### config.mk
export PLATFORM = sky130hd
export DESIGN_NAME = key_matrix_scan_controller
export DESIGN_NICKNAME = d
export VERILOG_FILES = /design/src/kmsc_pkg.sv /design/src/kmsc_cfg.sv /design/src/kmsc_core.sv /design/src/key_matrix_scan_controller.sv
export SDC_FILE = /design/constraint.sdc
export NUM_CORES = 1
export LEC_CHECK = 0
export BUFFER_PORTS_ARGS = -buffer_cell sky130_fd_sc_hd__buf_2
export CAP_MARGIN = 20
export CORE_MARGIN = 2
export CORE_UTILIZATION = 35
export DETAILED_ROUTE_END_ITERATION = 10
export PLACE_DENSITY_LB_ADDON = 0.08
export RECOVER_POWER = 25
export SYNTH_ARGS = -nofsm -noshare
export SYNTH_HDL_FRONTEND = slang
export SYNTH_SLANG_ARGS = --single-unit
### constraint.sdc
create_clock -name clk_i -period 13 [get_ports clk_i]
set_input_delay 1.95 -clock clk_i [delete_from_list [all_inputs] [get_ports clk_i]]
set_output_delay 1.95 -clock clk_i [all_outputs]
set_load 0.02 [all_outputs]
### src/kmsc_pkg.sv
// Package: shared types and constants for the key matrix scan controller.
`default_nettype none
package kmsc_pkg;
  localparam logic [1:0] CMD_READ  = 2'd0;
  localparam logic [1:0] CMD_WRITE = 2'd1;
  localparam logic [1:0] CMD_KEY   = 2'd2;
  localparam logic [1:0] CMD_TICK  = 2'd3;

  localparam logic [1:0] M_STOP = 2'd0;
  localparam logic [1:0] M_WAIT = 2'd1;
  localparam logic [1:0] M_INTV = 2'd2;
  localparam logic [1:0] M_SCAN = 2'd3;

  localparam logic [4:0] OFF_SCANREP  = 5'h10;
  localparam logic [4:0] OFF_SSTAT    = 5'h12;
  localparam logic [4:0] OFF_WKS      = 5'h14;
  localparam logic [4:0] OFF_WKI      = 5'h16;
  localparam logic [4:0] OFF_INT      = 5'h18;
  localparam logic [4:0] OFF_RST      = 5'h1A;
  localparam logic [4:0] OFF_GPEN     = 5'h1C;
  localparam logic [4:0] OFF_SCANLINE = 5'h1E;

  localparam logic [15:0] SR_MASK = 16'h83FF;
  localparam int KEYEN = 15;
  localparam int SCANSTP = 3;
  localparam int SCANSTART = 2;
  localparam int ATSTP = 1;
  localparam int ATSCAN = 0;

  localparam logic [1:0] CFG_ZSC = 2'd0;
  localparam logic [1:0] CFG_SAC = 2'd1;
  localparam logic [1:0] CFG_LIL = 2'd2;
  localparam logic [1:0] CFG_DST = 2'd3;

  typedef struct packed {
    logic [5:0] zero_stop_count;
    logic       start_auto_clear;
    logic       line_interlock;
    logic       deferred_stop;
  } cfg_t;

  typedef struct packed {
    logic [1:0]  cmd;
    logic [4:0]  reg_offset;
    logic [15:0] write_data;
    logic [6:0]  key_index;
    logic        key_pressed;
  } item_t;

  typedef struct packed {
    logic [15:0] read_data;
    logic [2:0]  irq_causes;
    logic [1:0]  seq_state;
    logic        unsupported;
  } result_t;
endpackage
`default_nettype wire

### src/kmsc_cfg.sv
// APB configuration register bank.
`default_nettype none
module kmsc_cfg
  import kmsc_pkg::*;
(
  input  wire logic        clk_i,
  input  wire logic        rst_ni,
  input  wire logic        psel,
  input  wire logic        penable,
  input  wire logic        pwrite,
  input  wire logic [3:0]  paddr,
  input  wire logic [31:0] pwdata,
  output logic [31:0]      prdata,
  output logic             pready,
  output cfg_t             cfg_o
);
  cfg_t cfg_q;
  logic wr;
  logic [1:0] idx;
  assign pready = 1'b1;
  assign idx = paddr[3:2];
  assign wr = psel & penable & pwrite & (paddr[1:0] == 2'b00);
  assign cfg_o = cfg_q;

  always_ff @(posedge clk_i or negedge rst_ni) begin
    if (!rst_ni) begin
      cfg_q <= '{zero_stop_count: 6'd0, start_auto_clear: 1'b1,
                 line_interlock: 1'b1, deferred_stop: 1'b1};
    end else if (wr) begin
      unique case (idx)
        CFG_ZSC: cfg_q.zero_stop_count <= pwdata[5:0];
        CFG_SAC: cfg_q.start_auto_clear <= pwdata[0];
        CFG_LIL: cfg_q.line_interlock <= pwdata[0];
        default: cfg_q.deferred_stop <= pwdata[0];
      endcase
    end
  end

  always_comb begin
    prdata = '0;
    if (paddr[1:0] == 2'b00) begin
      unique case (idx)
        CFG_ZSC: prdata = {26'd0, cfg_q.zero_stop_count};
        CFG_SAC: prdata = {31'd0, cfg_q.start_auto_clear};
        CFG_LIL: prdata = {31'd0, cfg_q.line_interlock};
        default: prdata = {31'd0, cfg_q.deferred_stop};
      endcase
    end
  end
endmodule
`default_nettype wire

### src/kmsc_core.sv
// Sequencer state and single-pass next-state logic for one item.
`default_nettype none
module kmsc_core
  import kmsc_pkg::*;
#(
  parameter int DATA_WORDS = 6
) (
  input  wire logic    clk_i,
  input  wire logic    rst_ni,
  input  wire logic    en_i,
  input  item_t        item_i,
  input  cfg_t         cfg_i,
  output result_t      res_o
);
  localparam int WW = $clog2(DATA_WORDS);

  logic [15:0] sc_q, sc;
  logic [2:0]  cb_q, cb;
  logic [1:0]  md_q, md;
  logic [9:0]  wki_q, wki;
  logic [14:0] wks_q, wks;
  logic [1:0]  ls_q, ls;
  logic [5:0]  es_q, es;
  logic [10:0] pc_q, pc;
  logic        unread_q, unread, infl_q, infl, stopa_q, stopa;
  logic        sheld_q, sheld, pheld_q, pheld;
  logic [15:0] lat_q [DATA_WORDS];
  logic [15:0] lat   [DATA_WORDS];
  logic [15:0] hk_q  [DATA_WORDS];
  logic [15:0] hk    [DATA_WORDS];
  logic        fault;
  logic [15:0] rd;

  // scan lines for a scan-line setting; words and key-down from held keys are reckoned below
  function automatic logic [3:0] lines_f(input logic [1:0] s);
    case (s)
      2'd1: return 4'd10;
      2'd2: return 4'd8;
      default: return 4'd12;
    endcase
  endfunction

  always_comb begin
    logic [2:0]  nw;
    logic        anyk, at_write;
    logic [1:0]  atw;
    logic [5:0]  stpc;
    logic [7:0]  sum;
    logic [11:0] prod;
    logic [WW-1:0] wi;
    logic [15:0] m;
    logic        cur;
    sc = sc_q; cb = cb_q; md = md_q; wki = wki_q; wks = wks_q; ls = ls_q;
    es = es_q; pc = pc_q; unread = unread_q; infl = infl_q; stopa = stopa_q;
    sheld = sheld_q; pheld = pheld_q;
    lat = lat_q; hk = hk_q;
    fault = 1'b0; rd = '0;
    nw = '0; anyk = 1'b0; at_write = 1'b0; atw = '0; stpc = '0; sum = '0;
    prod = '0; wi = '0; m = '0; cur = 1'b0;

    unique case (item_i.cmd)
      CMD_READ: begin
        if (!item_i.reg_offset[0] && item_i.reg_offset < 5'(2 * DATA_WORDS)) begin
          unread = 1'b0;
          rd = lat_q[item_i.reg_offset[WW:1]];
        end else begin
          unique case (item_i.reg_offset)
            OFF_SCANREP:  rd = sc_q;
            OFF_SSTAT:    rd = {14'd0, md_q};
            OFF_WKS:      rd = {1'b0, wks_q};
            OFF_WKI:      rd = {6'd0, wki_q};
            OFF_INT:      rd = {13'd0, cb_q};
            OFF_SCANLINE: rd = {14'd0, ls_q};
            default:      fault = 1'b1;
          endcase
        end
      end
      CMD_WRITE: begin
        unique case (item_i.reg_offset)
          OFF_SCANREP: begin
            sc = item_i.write_data & SR_MASK;
            atw = md_q;
            sheld = sc[SCANSTART] & (atw == M_INTV || atw == M_SCAN);
            pheld = sc[SCANSTP] & (atw <= M_WAIT);
            stpc = (sc[9:4] != 6'd0) ? sc[9:4] : cfg_i.zero_stop_count;
            if (sc[ATSTP] && stpc == 6'd0) fault = 1'b1;
            if (ls_q == 2'd3 && sc[KEYEN]) begin
              if (!cfg_i.line_interlock) fault = 1'b1;
              sc[KEYEN] = 1'b0;
            end
            if (!sc[KEYEN]) begin
              if (md_q == M_SCAN) begin
                if (!cfg_i.deferred_stop) fault = 1'b1;
                stopa = 1'b1;
              end else md = M_STOP;
            end else begin
              if (sc[SCANSTP] && sc[SCANSTART]) fault = 1'b1;
              stopa = 1'b0;
              at_write = 1'b1;
            end
          end
          OFF_INT:  cb = cb_q & ~item_i.write_data[2:0];
          OFF_RST: begin
            if (item_i.write_data[0]) begin
              sc = '0; cb = '0; md = M_STOP; wki = '0; wks = '0; ls = '0; es = '0;
              unread = 1'b0; infl = 1'b0; stopa = 1'b0; sheld = 1'b0; pheld = 1'b0;
              for (int i = 0; i < DATA_WORDS; i++) lat[i] = '0;
            end
          end
          OFF_WKI:  wki = item_i.write_data[9:0];
          OFF_WKS: begin
            if (item_i.write_data[4:0] == 5'd0 || item_i.write_data[9:5] == 5'd0 ||
                item_i.write_data[14:10] == 5'd0) fault = 1'b1;
            wks = item_i.write_data[14:0];
          end
          OFF_SCANLINE: begin
            if (item_i.write_data[1:0] == 2'd3 && md_q != M_STOP) fault = 1'b1;
            ls = item_i.write_data[1:0];
            at_write = 1'b1;
          end
          OFF_GPEN: ;
          default: fault = 1'b1;
        endcase
      end
      CMD_KEY: begin
        if (item_i.key_index >= 7'(DATA_WORDS * 16)) fault = 1'b1;
        else begin
          wi = item_i.key_index[4+WW-1:4];
          m = 16'd1 << item_i.key_index[3:0];
          cur = (hk_q[wi] & m) != 16'd0;
          if (cur != item_i.key_pressed) begin
            if (item_i.key_pressed) hk[wi] = hk_q[wi] | m;
            else hk[wi] = hk_q[wi] & ~m;
            at_write = 1'b1;
          end
        end
      end
      default: begin
        if (md_q == M_SCAN && !infl_q) at_write = 1'b0;
      end
    endcase

    // scan words and key-down test (after held-key update)
    if (ls == 2'd3) nw = 3'd6;
    else nw = 3'(lines_f(ls) >> 1);
    if (nw > 3'(DATA_WORDS)) nw = 3'(DATA_WORDS);
    for (int i = 0; i < DATA_WORDS; i++)
      if (3'(i) < nw && hk[i] != 16'd0) anyk = 1'b1;

    // reevaluate (key, scanline, scanrep paths)
    if (at_write && sc[KEYEN] && md <= M_WAIT) begin
      if (ls == 2'd3 && sc[ATSCAN]) fault = 1'b1;
      md = M_WAIT;
      if (sc[ATSCAN] && anyk) begin
        md = M_SCAN; infl = 1'b0;
        if (cfg_i.start_auto_clear && !sheld) sc[SCANSTART] = 1'b0;
        cb[0] = 1'b1;
      end
    end
    if (item_i.cmd == CMD_WRITE && item_i.reg_offset == OFF_SCANREP && sc[KEYEN]) begin
      if (sc[SCANSTP] && md == M_INTV) begin
        sc[SCANSTP] = 1'b0;
        md = M_WAIT;
        if (sc[ATSCAN] && anyk) begin
          if (ls == 2'd3) fault = 1'b1;
          md = M_SCAN; infl = 1'b0;
          if (cfg_i.start_auto_clear && !sheld) sc[SCANSTART] = 1'b0;
          cb[0] = 1'b1;
        end
      end else if (item_i.write_data[SCANSTART]) begin
        if (atw == M_SCAN) fault = 1'b1;
        if (md != M_SCAN) begin
          md = M_SCAN; infl = 1'b0;
          if (cfg_i.start_auto_clear && !sheld) sc[SCANSTART] = 1'b0;
          cb[0] = 1'b1;
        end
      end
    end

    // tick
    if (item_i.cmd == CMD_TICK && (md_q == M_SCAN || md_q == M_INTV)) begin
      sum = 8'(wks_q[4:0]) + 8'(wks_q[9:5]) + 8'(wks_q[14:10]) + 8'd3;
      prod = 12'(lines_f(ls_q)) * 12'(sum);
      if (ls_q == 2'd3) fault = 1'b1;
      if ((md_q == M_SCAN && !infl_q) ||
          (md_q == M_INTV && pc_q <= 11'd1)) begin
        if (unread_q) cb[2] = 1'b1;
        infl = 1'b1; md = M_SCAN; pc = prod[10:0];
      end else if (pc_q > 11'd1) begin
        pc = pc_q - 11'd1;
        fault = 1'b0;
      end else begin
        // scan complete
        fault = 1'b0;
        if (ls_q == 2'd3) fault = 1'b1;
        pc = 11'd0;
        infl = 1'b0;
        for (int i = 0; i < DATA_WORDS; i++) if (3'(i) < nw) lat[i] = hk_q[i];
        unread = 1'b1; cb[1] = 1'b1;
        if (anyk) es = '0;
        else if (es_q != 6'd63) es = es_q + 6'd1;
        stpc = (sc_q[9:4] != 6'd0) ? sc_q[9:4] : cfg_i.zero_stop_count;
        if (stopa_q) begin
          stopa = 1'b0; md = M_STOP;
        end else if (sc_q[SCANSTP] || (sc_q[ATSTP] && es >= stpc)) begin
          if (sc_q[SCANSTP]) begin
            if (!pheld_q) sc[SCANSTP] = 1'b0;
          end else es = '0;
          md = M_WAIT;
          if (sc[ATSCAN] && anyk) begin
            md = M_SCAN;
            if (cfg_i.start_auto_clear && !sheld_q) sc[SCANSTART] = 1'b0;
            cb[0] = 1'b1;
          end
        end else begin
          md = M_INTV; pc = 11'(wki_q);
        end
      end
    end
    if (fault) rd = '0;
  end

  always_ff @(posedge clk_i or negedge rst_ni) begin
    if (!rst_ni) begin
      sc_q <= '0; cb_q <= '0; md_q <= M_STOP; wki_q <= '0; wks_q <= '0; ls_q <= '0;
      es_q <= '0; pc_q <= '0; unread_q <= 1'b0; infl_q <= 1'b0; stopa_q <= 1'b0;
      sheld_q <= 1'b0; pheld_q <= 1'b0;
      for (int i = 0; i < DATA_WORDS; i++) begin
        lat_q[i] <= '0; hk_q[i] <= '0;
      end
      res_o <= '0;
    end else if (en_i) begin
      if (!fault) begin
        sc_q <= sc; cb_q <= cb; md_q <= md; wki_q <= wki; wks_q <= wks; ls_q <= ls;
        es_q <= es; pc_q <= pc; unread_q <= unread; infl_q <= infl; stopa_q <= stopa;
        sheld_q <= sheld; pheld_q <= pheld;
        lat_q <= lat; hk_q <= hk;
      end
      res_o.read_data <= rd;
      res_o.irq_causes <= fault ? cb_q : cb;
      res_o.seq_state <= fault ? md_q : md;
      res_o.unsupported <= fault;
    end
  end
endmodule
`default_nettype wire

### src/key_matrix_scan_controller.sv
// Top level: stream ports, input register, core and result register.
// Path: each word passes the input register, then the core and the result register.
// Throughput: one word per cycle while the output is taken.
// Reset: rst_ni asynchronous active low; core and valid registers return to power-on values,
// held keys clear, configuration returns to its defaults; the input item register is not reset.
`default_nettype none
module key_matrix_scan_controller
  import kmsc_pkg::*;
#(
  parameter int DATA_WORDS = 6
) (
  input  wire logic        clk_i,
  input  wire logic        rst_ni,
  input  wire logic        s_axis_tvalid_i,
  output logic             s_axis_tready_o,
  input  wire logic [1:0]  s_axis_tuser_i,  // cmd
  input  wire logic [31:0] s_axis_tdata_i,  // reg_offset, write_data, key_index, key_pressed
  output logic             m_axis_tvalid_o,
  input  wire logic        m_axis_tready_i,
  output logic [23:0]      m_axis_tdata_o,  // read_data, irq_causes, seq_state, unsupported
  input  wire logic        psel,
  input  wire logic        penable,
  input  wire logic        pwrite,
  input  wire logic [3:0]  paddr,
  input  wire logic [31:0] pwdata,
  output logic [31:0]      prdata,
  output logic             pready
);
  cfg_t    cfg;
  item_t   item_q;
  logic    iv_q, ov_q, adv;
  result_t res;

  kmsc_cfg u_cfg (.clk_i, .rst_ni, .psel, .penable, .pwrite, .paddr, .pwdata,
                  .prdata, .pready, .cfg_o(cfg));

  assign adv = iv_q & (~ov_q | m_axis_tready_i);
  assign s_axis_tready_o = ~iv_q | adv;

  always_ff @(posedge clk_i or negedge rst_ni) begin
    if (!rst_ni) begin
      iv_q <= 1'b0; ov_q <= 1'b0;
    end else begin
      if (s_axis_tready_o) iv_q <= s_axis_tvalid_i;
      if (adv) ov_q <= 1'b1;
      else if (m_axis_tready_i) ov_q <= 1'b0;
    end
  end

  always_ff @(posedge clk_i) begin
    if (s_axis_tready_o && s_axis_tvalid_i)
      item_q <= '{cmd: s_axis_tuser_i, reg_offset: s_axis_tdata_i[4:0],
                  write_data: s_axis_tdata_i[20:5], key_index: s_axis_tdata_i[27:21],
                  key_pressed: s_axis_tdata_i[28]};
  end

  kmsc_core #(.DATA_WORDS(DATA_WORDS)) u_core (
    .clk_i, .rst_ni, .en_i(adv), .item_i(item_q), .cfg_i(cfg), .res_o(res));

  assign m_axis_tvalid_o = ov_q;
  assign m_axis_tdata_o = {2'b00, res.unsupported, res.seq_state, res.irq_causes,
                           res.read_data};
endmodule
`default_nettype wire

==> results of run 1 <==
## cell usage in the layout (no fill, tap or decap), types with 14 or more instances in the layout
master and n:
conb_1 29, nand3_1 19, a22oi_1 15, o21ai_0 58, nor2b_1 21, clkbuf_16 43, nor4_1 29, nand2b_1 20
mux2i_1 32, inv_1 51, and2_1 14, ha_1 48, buf_4 22, nor2_1 79, buf_2 71, mux2_2 140
mux2_1 16, nand2_1 89, a21oi_1 67, a21o_1 50, dfrtp_1 282, nor3_1 19, a22o_1 135, edfxtp_1 31
## cell type report
type,instances,area share
clock inverters,21,0.0146
well taps,664,0.0422
multi-input cells,1109,0.438
clock buffers,52,0.0584
repair buffers,101,0.0279
flip-flops and latches,316,0.409
inverters,51,0.00972
## through the flow
stage | hold WS [ps] | instances | util | setup slack (ps) | instance area [um2]
finish | 479 | 2314 | 0.402 | 4600 | 19700
global route | 514 | 2314 | 0.402 | 2990 | 19700
CTS | 482 | 2313 | 0.402 | 5550 | 19700
detailed placement | 469 | 2240 | 0.373 | 5550 | 18300
global placement | 464 | 2240 | 0.373 | 5600 | 18300
floorplan | 457 | 1599 | - | 6960 | 17500
## where the power goes
group | total (mW) | switching, mW | internal (mW)
combinational | 0.548 | 0.332 | 0.216
clock | 1.21 | 0.464 | 0.747
sequential | 1.14 | 0.0846 | 1.06
## worst register-to-register path: stages (launching register included)
cell	delay (ps)
edfxtp_1	1000
nor2_1	530
a222oi_1	460
a21oi_1	340
or4_1	650
or3_1	340
nor4_1	280
nand4_1	140
a221oi_2	300
nand4_1	230
or2_2	480
a211oi_1	280
inv_1	80
ha_1	270
nand2b_1	140
a21o_1	170
a21o_1	170
a21o_1	170
a21o_1	160
a21oi_1	140
nor2b_1	100
nand2b_1	200
nor2_1	330
a22oi_1	150
o21ai_0	180
mux2_2	170
## layer usage
metal / routed length, um / vias up
met4: 1610 / 0
met3: 2100 / 91
met1: 25100 / 6514
met2: 26400 / 307
met5: 0 / -
li1: - / 6002
## cell families after synthesis
| family | after synthesis | share of synthesized area |
|---|---|---|
| compound gates | 435 | 0.185 |
| simple gates | 367 | 0.113 |
| flops | 316 | 0.463 |
| mux | 202 | 0.136 |
| buf+inv | 174 | 0.0488 |
| fa+ha+maj | 56 | 0.0437 |
| xor+xnor | 20 | 0.0101 |
| other cells | 2 | 0.000431 |
## path summary, 6_finish.rpt
check	start	depth (start not counted)	slack (ps)	endpoint
max in group clk_i	item_q[7]$_DFFE_PP_	25	5480	u_core.pc_q[8]$_DFFE_PN0P_
worst max-delay path	rst_ni	2	4600	u_core.lat_q[36]$_DFFE_PN0P_
worst min-delay path	u_core.res_o[10]$_DFFE_PN0P_	2	480	u_core.res_o[10]$_DFFE_PN0P_
min in group asynchronous	rst_ni	1	3250	u_core.pc_q[9]$_DFFE_PN0P_
worst min register to register	u_core.res_o[10]$_DFFE_PN0P_	2	480	u_core.res_o[10]$_DFFE_PN0P_
worst max register to register	item_q[7]$_DFFE_PP_	25	5480	u_core.pc_q[8]$_DFFE_PN0P_
## registers in the layout, summed over array words and instances (netlist names), 2 cells and up
register / flops
u_cfg.cfg_o: 9
u_core.wki_q: 10
u_core.wks_q: 15
u_core.pc_q: 11
u_core.hk_q: 96
u_core.res_o: 22
u_core.ls_q: 2
u_core.lat_q: 96
u_core.sc_q: 11
u_core.es_q: 6
item_q: 31
==> flow_metrics.tcl, run 1 <==
set metrics [dict create \
    path_common_cell "clkbuf_1" \
    synthArstFlopShare 0.902 \
    layout.nets 1752 \
    die_w_um 227 \
    clkTransAtPathRegs_ps 60 \
    grt.busiest_layer "met2" \
    die_area_um2 51600 \
    grt_use_total 0.216 \
    via_per_inst 5.58 \
    fmax_mhz 119 \
    grt_pass1_wl_um 83400 \
    core_area_um2 49100 \
    synth_seq_cells 316 \
    slew_headroom -2.45 \
    ctsLongestPathBuffers 3 \
    pin_count 136 \
    syn_area_um2 17400 \
    cts_tree "built" \
    ys.flop_type "dfrtp_1" \
    hold_viol 0 \
    synth_top_area_frac 0.405 \
    drive_gt1_frac 0.206 \
    required_ps 12890 \
    yosys_warnings 0 \
    synthCells 1572 \
    finalMaxSlewViolations 179 \
    start_util 0.355 \
    fin_worst_skew_ps 22.4 \
    grt_pass1_vias 13000 \
    vdd.ir_drop.worst_uv 116 \
    violations "max-capacitance violations, max-slew violations" \
    wl_per_cell_um 23.9 \
    fin_crit_sh 0.646 \
    antenna_cells 0 \
    antenna_left 0 \
    rsz0062_at_grt "no" \
    leakage_nw 9.29 \
    hpwl_um 38900 \
    first_pass_iters 6 \
    cts-root-buf "clkbuf_16" \
    syn_to_final_growth_pct 13.1 \
    seqCellArea_um2 8070 \
    crit_family "buffers and inverters" \
    finalSetupViolCount 0 \
    post_cts_buffers 0 \
    critPathMaxStageDelay_ps 3540 \
    power_density_nw_per_um2 147 \
    fin_crit_ps 8400 \
    cp-start-kind "primary input" \
    critPathBufInv 2 \
    ctsResizeCount 0 \
    yosysMostFrequentCell "dfrtp_1" \
    antenna_found_initial 0 \
    port_buffers 77 \
    synth_commonest_cells "dfrtp_1, mux2_2, a22o_1" \
    drtIter0Drc 865 \
    gr-usage-met1 0.290 \
    drc 0 \
    arrival_ps 8280 \
    worst_skew_pair.late_latency_ps 570 \
    synth_cell_types 82 \
    fill_cells 4877 \
    htree_levels 2 \
    rows 81 \
    slowest_stage "clkbuf_1" \
    tightest_slew_ps 5170 \
    crit_path_end_kind "async pin" \
    cap_violations 3 \
    holdCritPathClass "flop to flop" \
    vias 12900 \
    synth-edff-count 31 \
    status "finished with violations" \
    use_met2 0.359 \
    hold_buffers 0 \
    synth_area_leaders "dfrtp_1, mux2_2, a22o_1" \
    gr-total-overflow 0 \
    finalWirelength_um 55200 \
    die_h_um 227 \
    crit_fanout 89 \
    cts_num_sinks 316 \
    grt.met3_usage 0.0279 \
    critPathKind "primary input to async pin" \
    syn_area_per_cell_um2 11.1 \
    yosysSeqAreaShare 0.463 \
    yosys.area.top_type "dfrtp_1" \
    multi_input_comb_area_um2 8620 \
    power_mw 2.90 \
    tns_ps 0 \
    worstPathCellList "clkbuf_1 > clkbuf_1" \
    gp_congestion 0.870 \
    cts_buffers 40 \
    grt_start_max_net_pins 90 \
]
(Power assumes the default switching activity.)
==> run 2, diff against run 1 <==
- clock period: 13 -> 7.1 ns (I/O delays scaled with it)
==> flow_metrics.tcl, run 2 (synthesis results as in run 1) <==
set metrics [dict create \
    rows 81 \
    grt_use_total 0.220 \
    hold_end "u_core.res_o[10]$_DFFE_PN0P_" \
    rsz0062_at_grt "no" \
    hold_viol 0 \
    drive_gt1_frac 0.213 \
    first_pass_iters 8 \
    antenna_left 0 \
    antenna_cells 0 \
    path_common_cell "a21o_1" \
    holdPathStages 2 \
    critPathMaxStageDelay_ps 560 \
    die_area_um2 51600 \
    critPathBufInv 3 \
    cts_num_sinks 316 \
    multi_input_comb_area_um2 8630 \
    power_density_nw_per_um2 260 \
    utilization 0.403 \
    vdd.ir_drop.worst_uv 150 \
    cap_violations 1 \
    leakage_nw 9.37 \
    violations "max-capacitance violations, max-slew violations" \
    seqCellArea_um2 8070 \
    r2r_end "u_core.pc_q[6]$_DFFE_PN0P_" \
    tightest_slew_ps 5180 \
    finalWirelength_um 55800 \
    htree_levels 2 \
    worst_skew_pair.late_latency_ps 570 \
    layout.nets 1769 \
    grt_start_max_net_pins 122 \
    drtIter0Drc 902 \
    hpwl_um 39700 \
    crit_family "compound AO/OA/AOI/OAI gates" \
    final_common_cell "dfrtp_1" \
    holdCritPathClass "flop to flop" \
    wl_per_cell_um 23.9 \
    final_cell_mix "dfrtp_1, mux2_2, a22o_1, nand2_1, nor2_1" \
    gp_congestion 0.896 \
    crit_path_end_kind "flop" \
    clkTransAtPathRegs_ps 60 \
    cts_tree "built" \
    grt_pass1_vias 13100 \
    antenna_found_initial 0 \
    critPathKind "flop to flop" \
    syn_to_final_growth_pct 13.4 \
    cp-start-kind "flop" \
    r2r_start "item_q[5]$_DFFE_PP_" \
    min_from "u_core.res_o[10]$_DFFE_PN0P_" \
    drc 0 \
    pin_count 136 \
    vias 13100 \
    fin_crit_ps 6640 \
    slowest_stage "or4_1" \
    cts_buffers 39 \
    reg2reg_slack_ps 460 \
    gr-total-overflow 0 \
    arrival_ps 7160 \
    finalSetupViolCount 0 \
    port_buffers 77 \
    hold_buffers 0 \
    tns_ps 0 \
    crit_fanout 47 \
    finalMaxSlewViolations 114 \
    r2r_cells 26 \
    core_area_um2 49100 \
    grt_pass1_wl_um 85000 \
    reg_top3 "u_core.hk_q: 96 flops, u_core.lat_q: 96 flops, item_q: 31 flops" \
    status "finished with violations" \
    die_w_um 227 \
    fmax_mhz 150 \
    cts-root-buf "clkbuf_16" \
    required_ps 7610 \
    fin_worst_skew_ps 17.7 \
    fin_crit_sh 0.936 \
    via_per_inst 5.64 \
    start_util 0.355 \
    slew_headroom -2.45 \
    ctsLongestPathBuffers 3 \
    fill_cells 4827 \
    die_h_um 227 \
]
-- run 2: cell types whose count changed in the layout (fill, tap and decap cells not counted), sizes merged --
cell,delta
buf,+23
clkinvlp,-4
bufinv,-3
clkbuf,-2
dlymetal6s4s,+1
-- run 2: final cells by class --
class | instances | area share
clock buffers | 56 | 0.0573
flip-flops and latches | 316 | 0.408
clock inverters | 14 | 0.00804
repair buffers | 119 | 0.0376
multi-input cells | 1109 | 0.437
well taps | 664 | 0.0421
inverters | 51 | 0.00969
-- run 2: worst max path at each step --
stage,startpoint,end,slack (ps),cells past startpoint
after CTS,item_q[6]$_DFFE_PP_,u_core.pc_q[8]$_DFFE_PN0P_,370,26
after global routing,item_q[5]$_DFFE_PP_,u_core.sc_q[2]$_DFFE_PN0P_,10,26
after detailed placement,item_q[5]$_DFFE_PP_,u_core.pc_q[8]$_DFFE_PN0P_,400,26
after global placement,item_q[6]$_DFFE_PP_,u_core.pc_q[8]$_DFFE_PN0P_,390,26
final,item_q[5]$_DFFE_PP_,u_core.pc_q[6]$_DFFE_PN0P_,460,26
after floorplan,item_q[5]$_DFFE_PP_,u_core.pc_q[6]$_DFFE_PN0P_,1060,27
-- run 2: what timing repair did --
| item | CTS | global route |
|---|---|---|
| gates resized for setup | 0 | 3 |
| buffers inserted | 0 | 2 |
| endpoints found under the setup margin | 0 | 8 |
-- run 2: power by group --
part	switching, mW	internal (mW)	total, mW
clock	0.816	1.22	2.04
combinational	0.614	0.407	1.02
sequential	0.153	1.94	2.09
total	1.58	3.56	5.15
-- run 2: stage by stage --
stage                     worst slack (ps)  total power [mW]  area (um2)  instances  hold WS (ps)
after CTS                              369              5.21       19700       2327           478
after floorplan                       1060              2.80       17500       1599           457
after global routing                  10.4              5.42       19800       2329           495
after detailed placement               395              3.14       18400       2257           466
after global placement                 392              3.13       18400       2257           464
final                                  455              5.15       19800       2329           471
-- run 2: tightest hold or removal path, stage by stage (launching register included) --
cell	delay, ps
dfrtp_1	330
nand2_1	40
o21ai_0	60
-- run 2: routing by layer --
layer  vias up  GRT usage  wire length, um
li1       6026          -                -
met1      6642      0.300            24900
met2       372      0.364            26900
met3        91     0.0271             2430
met4         0     0.0713             1500
met5         -          0                0
==> run 3, diff against run 2 <==
- CORE_ASPECT_RATIO: default -> 0.5
- PLACE_DENSITY: default -> 0.5
- PLACE_DENSITY_LB_ADDON: 0.08 -> default
==> flow_metrics.tcl, run 3 (synthesis results as in run 1) <==
set metrics [dict create \
    syn_to_final_growth_pct 11.5 \
    rsz0062_at_grt "no" \
    gp_congestion 0.916 \
    grt_pass1_wl_um 84100 \
    holdCritPathClass "flop to flop" \
    seqCellArea_um2 8070 \
    slowest_stage "or4_1" \
    hold_viol 0 \
    drive_gt1_frac 0.206 \
    vdd.ir_drop.worst_uv 136 \
    wl_per_cell_um 23.5 \
    placed_cell_area_um2 18400 \
    htree_levels 1 \
    post_cts_buffers 0 \
    ctsLongestPathBuffers 3 \
    critPathBufInv 3 \
    crit_path_end_kind "flop" \
    power_density_nw_per_um2 245 \
    fill_cells 4713 \
    fmax_mhz 146 \
    clkTransAtPathRegs_ps 60 \
    hpwl_um 39700 \
    start_util 0.357 \
    first_pass_iters 6 \
    drc 0 \
    gr-total-overflow 0 \
    cts_tree "built" \
    critPathKind "flop to flop" \
    required_ps 7620 \
    holdWs_ps 481 \
    die_h_um 162 \
    multi_input_comb_area_um2 8630 \
    grt_pass1_vias 13400 \
    fin_crit_sh 0.962 \
    cts_buffers 31 \
    reg_top3 "u_core.hk_q: 96 flops, u_core.lat_q: 96 flops, item_q: 31 flops" \
    status "finished with violations" \
    crit_family "compound AO/OA/AOI/OAI gates" \
    cts-root-buf "clkbuf_16" \
    fin_crit_ps 6830 \
    crit_fanout 10 \
    path_common_cell "a21o_1" \
    cap_violations 1 \
    arrival_ps 7340 \
    finalWirelength_um 54200 \
    grt_use_total 0.209 \
    antenna_left 0 \
    via_per_inst 5.76 \
    leakage_nw 9.20 \
    antenna_found_initial 0 \
    slew_headroom -2.72 \
    layout.nets 1761 \
    finish.instance_area_um2 19400 \
    die_area_um2 51700 \
    tns_ps 0 \
    cp-start-kind "flop" \
    final_common_cell "dfrtp_1" \
    die_w_um 320 \
    rows 57 \
    grt_start_max_net_pins 104 \
    violations "max-capacitance violations, max-slew violations" \
    worst_skew_pair.late_latency_ps 600 \
    utilization 0.398 \
    core_area_um2 48900 \
    finalMaxSlewViolations 104 \
    port_buffers 77 \
    final_cell_mix "dfrtp_1, mux2_2, a22o_1, nand2_1, nor2_1" \
    vias 13300 \
    cts_num_sinks 316 \
    tightest_slew_ps 5580 \
    finalSetupViolCount 0 \
    drtIter0Drc 1412 \
    pin_count 136 \
    critPathMaxStageDelay_ps 630 \
    fin_worst_skew_ps 24.8 \
]
run 3: changes by cell type in the layout (fill, tap and decap cells not counted), moves of 2 or more:
cell        previous run  this run
clkinv_2               5         7
clkbuf_1              12        19
clkinv_1               4         0
clkbuf_16             41        31
buf_4                 39        36
clkinvlp_4             0         2
buf_2                 74        71
clkbuf_8               5         2
run 3: worst reg2reg max path: cells and delay by family, from the launching register on:
family | cells | cell delay, ps
compound gates | 11 | 2300
fa+ha+maj | 1 | 260
buf+inv | 3 | 530
flops | 1 | 580
mux | 4 | 1140
simple gates | 7 | 1950
run 3: routing by layer:
metal | track usage | up-vias | wire length, um
li1 | - | 5982 | -
met1 | 0.297 | 6762 | 25300
met2 | 0.330 | 419 | 24200
met3 | 0.0369 | 94 | 3190
met4 | 0.0572 | 0 | 1560
met5 | 0 | - | 0
run 3: through the flow:
step	cells	power, mW	worst slack [ps]
after detailed placement	2243	3.14	258
after floorplan	1599	2.80	1060
after global placement	2243	3.12	300
final	2303	4.76	273
after CTS	2301	4.80	188
after global routing	2302	5.02	0.846
run 3: what timing repair did:
item | 4_1_cts | 5_1_grt
endpoints found under the hold margin | 0 | 0
setup endpoints to repair | 0 | 12
hold buffers | 0 | 0
resized for setup | 0 | 2
run 3: report_power, final:
part	leakage (nW)	internal (mW)	switching, mW
registers	4.21	1.93	0.151
logic	4.51	0.409	0.625
clock network	0.477	0.904	0.733
total	9.20	3.25	1.51
run 3: worst paths after layout:
path                                         startpoint                            to  slack [ps]  cells after the start
setup / recovery                    item_q[6]$_DFFE_PP_    u_core.pc_q[6]$_DFFE_PN0P_         270                     26
hold / removal             u_core.res_o[20]$_DFFE_PN0P_  u_core.res_o[20]$_DFFE_PN0P_         480                      2
setup reg to reg                    item_q[6]$_DFFE_PP_    u_core.pc_q[6]$_DFFE_PN0P_         270                     26
hold reg to reg            u_core.res_o[20]$_DFFE_PN0P_  u_core.res_o[20]$_DFFE_PN0P_         480                      2
max in group asynchronous                        rst_ni   u_core.lat_q[0]$_DFFE_PN0P_        1410                      2
min in group asynchronous                        rst_ni  u_core.lat_q[75]$_DFFE_PN0P_        2490                      1
run 3: cell type report:
cell class / instances / share of cell area
Clock buffer: 45 / 0.0437
Inverter: 51 / 0.00985
Antenna cell: 1 / 0.000129
Multi-Input combinational cell: 1109 / 0.444
Clock inverter: 13 / 0.00670
Tap cell: 649 / 0.0418
Timing Repair Buffer: 119 / 0.0383
Sequential cell: 316 / 0.415
